[config.mk]
export PLATFORM = sky130hd
export DESIGN_NAME = lkv_ram
export DESIGN_NICKNAME = d
export VERILOG_FILES = /design/src/hw/rtl/lkv_ram.sv
export SDC_FILE = /design/constraint.sdc
export NUM_CORES = 2
export LEC_CHECK = 0
export BUFFER_PORTS_ARGS = -buffer_cell sky130_fd_sc_hd__clkbuf_2
export CORE_ASPECT_RATIO = 0.6
export CORE_UTILIZATION = 45
export CTS_CLUSTER_SIZE = 16
export DETAILED_ROUTE_END_ITERATION = 10
export GPL_ROUTABILITY_DRIVEN = 0
export SLEW_MARGIN = 0
export SYNTH_ARGS = -nofsm -noshare
export SYNTH_HDL_FRONTEND = slang
export SYNTH_SLANG_ARGS = --single-unit
[constraint.sdc]
create_clock -name i_clk -period 7.7 [get_ports i_clk]
set_input_delay 0.77 -clock i_clk [delete_from_list [all_inputs] [get_ports i_clk]]
set_output_delay 0.77 -clock i_clk [all_outputs]
set_load 0.01 [all_outputs]
[src/hw/rtl/lkv_ram.sv]
// Generic simple dual-port RAM: one write port, one read port with registered data.
// No package dependencies.
module lkv_ram #(
    parameter int WIDTH = 32,
    parameter int DEPTH = 64
) (
    input  logic                                 i_clk,
    input  logic                                 i_we,
    input  logic [(DEPTH > 1 ? $clog2(DEPTH) : 1)-1:0] i_waddr,
    input  logic [WIDTH-1:0]                     i_wdata,
    input  logic                                 i_re,
    input  logic [(DEPTH > 1 ? $clog2(DEPTH) : 1)-1:0] i_raddr,
    output logic [WIDTH-1:0]                     o_rdata
);

    logic [WIDTH-1:0] r_mem [DEPTH];
    logic [WIDTH-1:0] r_rdata;

    always_ff @(posedge i_clk) begin
        if (i_we) begin
            r_mem[i_waddr] <= i_wdata;
        end
        if (i_re) begin
            r_rdata <= r_mem[i_raddr];
        end
    end

    assign o_rdata = r_rdata;

endmodule

==> results.sh <==
export IMPL_p_switching_mw=4.75
export IMPL_endpoint_kind="flop"
export IMPL_cts_buffers=186
export IMPL_dieArea_um2=177000
export IMPL_powerDensity_nw_per_um2=254
export IMPL_worst_path_stages=8
export IMPL_post_cts_setup_buffers=0
export IMPL_cp_num_buf_inv=3
export IMPL_critical_path_class="in2reg"
export IMPL_internal_power_mw=17.6
export IMPL_worstHoldEndpoint="r_mem[11][30]"
export IMPL_yosys_area_top_type_share_pct=79.2
export IMPL_die_y_um=326
export IMPL_drv_cap=1
export IMPL_met2_length_um=89800
export IMPL_slowest_stage="a21oi_1"
export IMPL_layout_drive_gt1_share_pct=28.7
export IMPL_drc=0
export IMPL_hpwlAfterDp_um=109000
export IMPL_antenna_found_initial=16
export IMPL_wl_met1_um=92900
export IMPL_maxUsedRoutingLayer="met5"
export IMPL_dr_wl_met3_um=23300
export IMPL_grt_pass1_vias=36700
export IMPL_crit_chain="buf_8 > buf_4 > buf_4 > mux4_2 > o221ai_1 > a21oi_1 > a21oi_1 > nor2_1"
export IMPL_postRouteAntennaNets=0
export IMPL_period_needed_ns=3.75
export IMPL_cts_tree="built"
export IMPL_r2r_start="r_mem[28][19]"
export IMPL_hp_start="i_wdata[30]"
export IMPL_avgSynthCellArea_um2=23.7
export IMPL_cts_sinks=2080
export IMPL_fin_setup_tns_ns=0
export IMPL_cp_top_family="buffers and inverters"
export IMPL_p_leak_nw=27.1
export IMPL_r2r_slack_ns=4.99
export IMPL_netlist_top_cell_by_area="edfxtp_1"
export IMPL_synthTopCellsByArea="edfxtp_1 (79%), mux4_2 (16%), mux2i_1 (1.2%), o22ai_1 (0.67%), nor2_1 (0.65%)"
export IMPL_ys_warn_count=0
export IMPL_crit_arrival_ns=4.28
export IMPL_min_path_cells=2
export IMPL_comb_power_share_pct=5.2
export IMPL_grt_max_degree=108
export IMPL_holdBufCountCts=0
export IMPL_wl_per_cell_um=34.9
export IMPL_grt_pass1_wl_um=291000
export IMPL_clk_latency_ns=0.83
export IMPL_nets=3587
export IMPL_via_per_inst=6.19
export IMPL_clk_pin_slew_ns=0.06
export IMPL_rsz0062_at_grt="false"
export IMPL_final_instance_count_excl_fill=6008
export IMPL_gr_total_overflow=0
export IMPL_slew_limit_headroom_pct=-4.78
export IMPL_power_frac_seq_pct=56.3
export IMPL_fmax_mhz=267
export IMPL_finalMaxSlewViolations=2
export IMPL_fill_cells=13400
export IMPL_yosysSeqAreaShare_pct=79.2
export IMPL_die_w_um=542
export IMPL_critPathLaunchType="input port"
export IMPL_start_util_pct=45.5
export IMPL_place_port_buffers=78
export IMPL_drtIter0Drc=5166
export IMPL_skew_ns=0.0628
export IMPL_fp_row_count=118
export IMPL_r2r_end="o_rdata[19]"
export IMPL_dr_pass1_iters=5
export IMPL_cts_htree_levels=4
export IMPL_outcome="complete, but fails checks"
export IMPL_syn_instance_count=3324
export IMPL_failed_checks="max-capacitance violations, max-slew violations"
export IMPL_syn_nets=3371
export IMPL_worst_slew_pin_transition_ns=1.56
export IMPL_synth_cell_types=33
export IMPL_ys_seq_elements=2080
export IMPL_post_route_period_util_pct=48.7
export IMPL_cts_root_buf="clkbuf_16"
export IMPL_syn_area_um2=78800
export IMPL_area_growth_pct=12.0
export IMPL_crit_fanout=60
export IMPL_pwr_share_clk_pct=38.6
export IMPL_dp_cells=5692
export IMPL_ios=79
export IMPL_routed_wl_um=209000
export IMPL_hold_violations=0
export IMPL_hold_path_class="in2reg"
export IMPL_setup_viol_count_final=0
export IMPL_core_area_um2=173000
export IMPL_required_ns=8.22
export IMPL_r2r_cells=4
export IMPL_max_vdd_ir_drop_v=0.000195
export IMPL_grt_usage_pct=23.8
export IMPL_slowest_delay_ns=0.82
export IMPL_swShare_pct=21.2
export IMPL_cts_buffer_depth=4
export IMPL_num_vias=37200
export IMPL_ctsResizeCount=0
==> layout by cell type, fill, tap and decap left out, drive strengths merged <==
cell and n:
or3 3, nand4b 1, nor2b 15, nor3 7
inv 4, mux4 544, a31oi 1, o22ai 84
buf 136, diode 3, bufinv 7, a22oi 12
nand3b 5, nand2 26, and3 4, a311oi 8
a21oi 62, or2 3, nand2b 8, nand3 5
edfxtp 2080, or3b 5, clkinvlp 2, nor2 137
o221ai 27, o32ai 4, mux2i 93, clkinv 61
clkbuf 313, and2 2, nand4 2, a41o 4
==> synthesized netlist by cell type (all sizes together) <==
cell type / number
and2: 2
o22ai: 84
nand3: 5
a22oi: 12
nor3: 7
nor2b: 15
or2: 3
or3b: 5
o32ai: 4
a311oi: 8
nand2b: 8
a31oi: 1
clkbuf: 74
or3: 3
nand4b: 1
a21oi: 62
nand3b: 5
buf: 108
a41o: 4
o221ai: 27
mux2i: 93
nand4: 2
and3: 4
edfxtp: 2080
nand2: 26
nor2: 137
mux4: 544
==> power by group through the flow <==
stage,Clock (mW),Combinational [mW],Sequential (mW)
6_report,8.63,1.16,12.6
5_1_grt,9.20,1.22,12.6
4_1_cts,8.76,1.16,12.6
3_5_place_dp,0,1.16,12.8
3_3_place_gp,0,1.15,12.8
2_1_floorplan,0,0.610,12.8
==> per-layer routing <==
metal  GRT usage, %  up-vias
li1               -    14700
met1           37.1    20300
met2           33.4     1977
met3           7.01      244
met4           4.27        2
met5          0.318        -
==> layout make-up <==
cell class / count / area, µm² / share of cell area, %
Multi-Input combinational cell: 1062 / 16000 / 18.1
Tap cell: 2340 / 2930 / 3.32
Antenna cell: 3 / 7.51 / 0.00850
Clock buffer: 239 / 4870 / 5.52
Timing Repair Buffer: 210 / 1530 / 1.73
Clock inverter: 74 / 520 / 0.589
Sequential cell: 2080 / 62500 / 70.7
==> flip-flops by register name, indices dropped and copies added, names as in the netlist <==
name,count
o_rdata,32
r_mem,2048
==> worst max-delay path by stage <==
stage / end / startpoint
3_5_place_dp: o_rdata[27] / i_raddr[1]
2_1_floorplan: r_mem[48][0] / i_waddr[3]
3_3_place_gp: o_rdata[27] / i_raddr[1]
5_1_grt: o_rdata[27] / i_raddr[1]
6_report: o_rdata[10] / i_raddr[1]
4_1_cts: o_rdata[27] / i_raddr[1]
==> per-stage QoR <==
step	hold WS, ns	area [µm²]	util, %	power, mW	setup slack (ns)
after floorplan	0.750	78800	-	13.4	3.77
after global placement	0.812	82900	47.9	14.0	3.11
after detailed placement	0.815	82900	47.9	14.0	3.10
after CTS	0.552	88300	51.0	22.5	3.97
after global routing	0.582	88300	51.0	23.0	3.69
final	0.577	88300	51.0	22.4	3.95
==> worst reg2reg max path, delay by kind of cell, from the launching register on <==
| kind | cells | cell delay, ns |
|---|---|---|
| muxes | 2 | 0.98 |
| and+or+nand+nor | 1 | 0.14 |
| DFF | 1 | 0.37 |
| AOI/OAI and AO/OA | 1 | 0.88 |
==> logic make-up (layout without fill, tap and decap cells) <==
family | after synthesis | after routing | synth area share [%]
AO/OA/AOI/OAI | 202 | 202 | 1.67
AND/OR/NAND/NOR | 223 | 223 | 1.26
other | 0 | 3 | 0
multiplexers | 637 | 637 | 16.7
flip-flops | 2080 | 2080 | 79.2
buffers and inverters | 182 | 523 | 1.12
No activity file was read; power rests on OpenSTA's default activity.
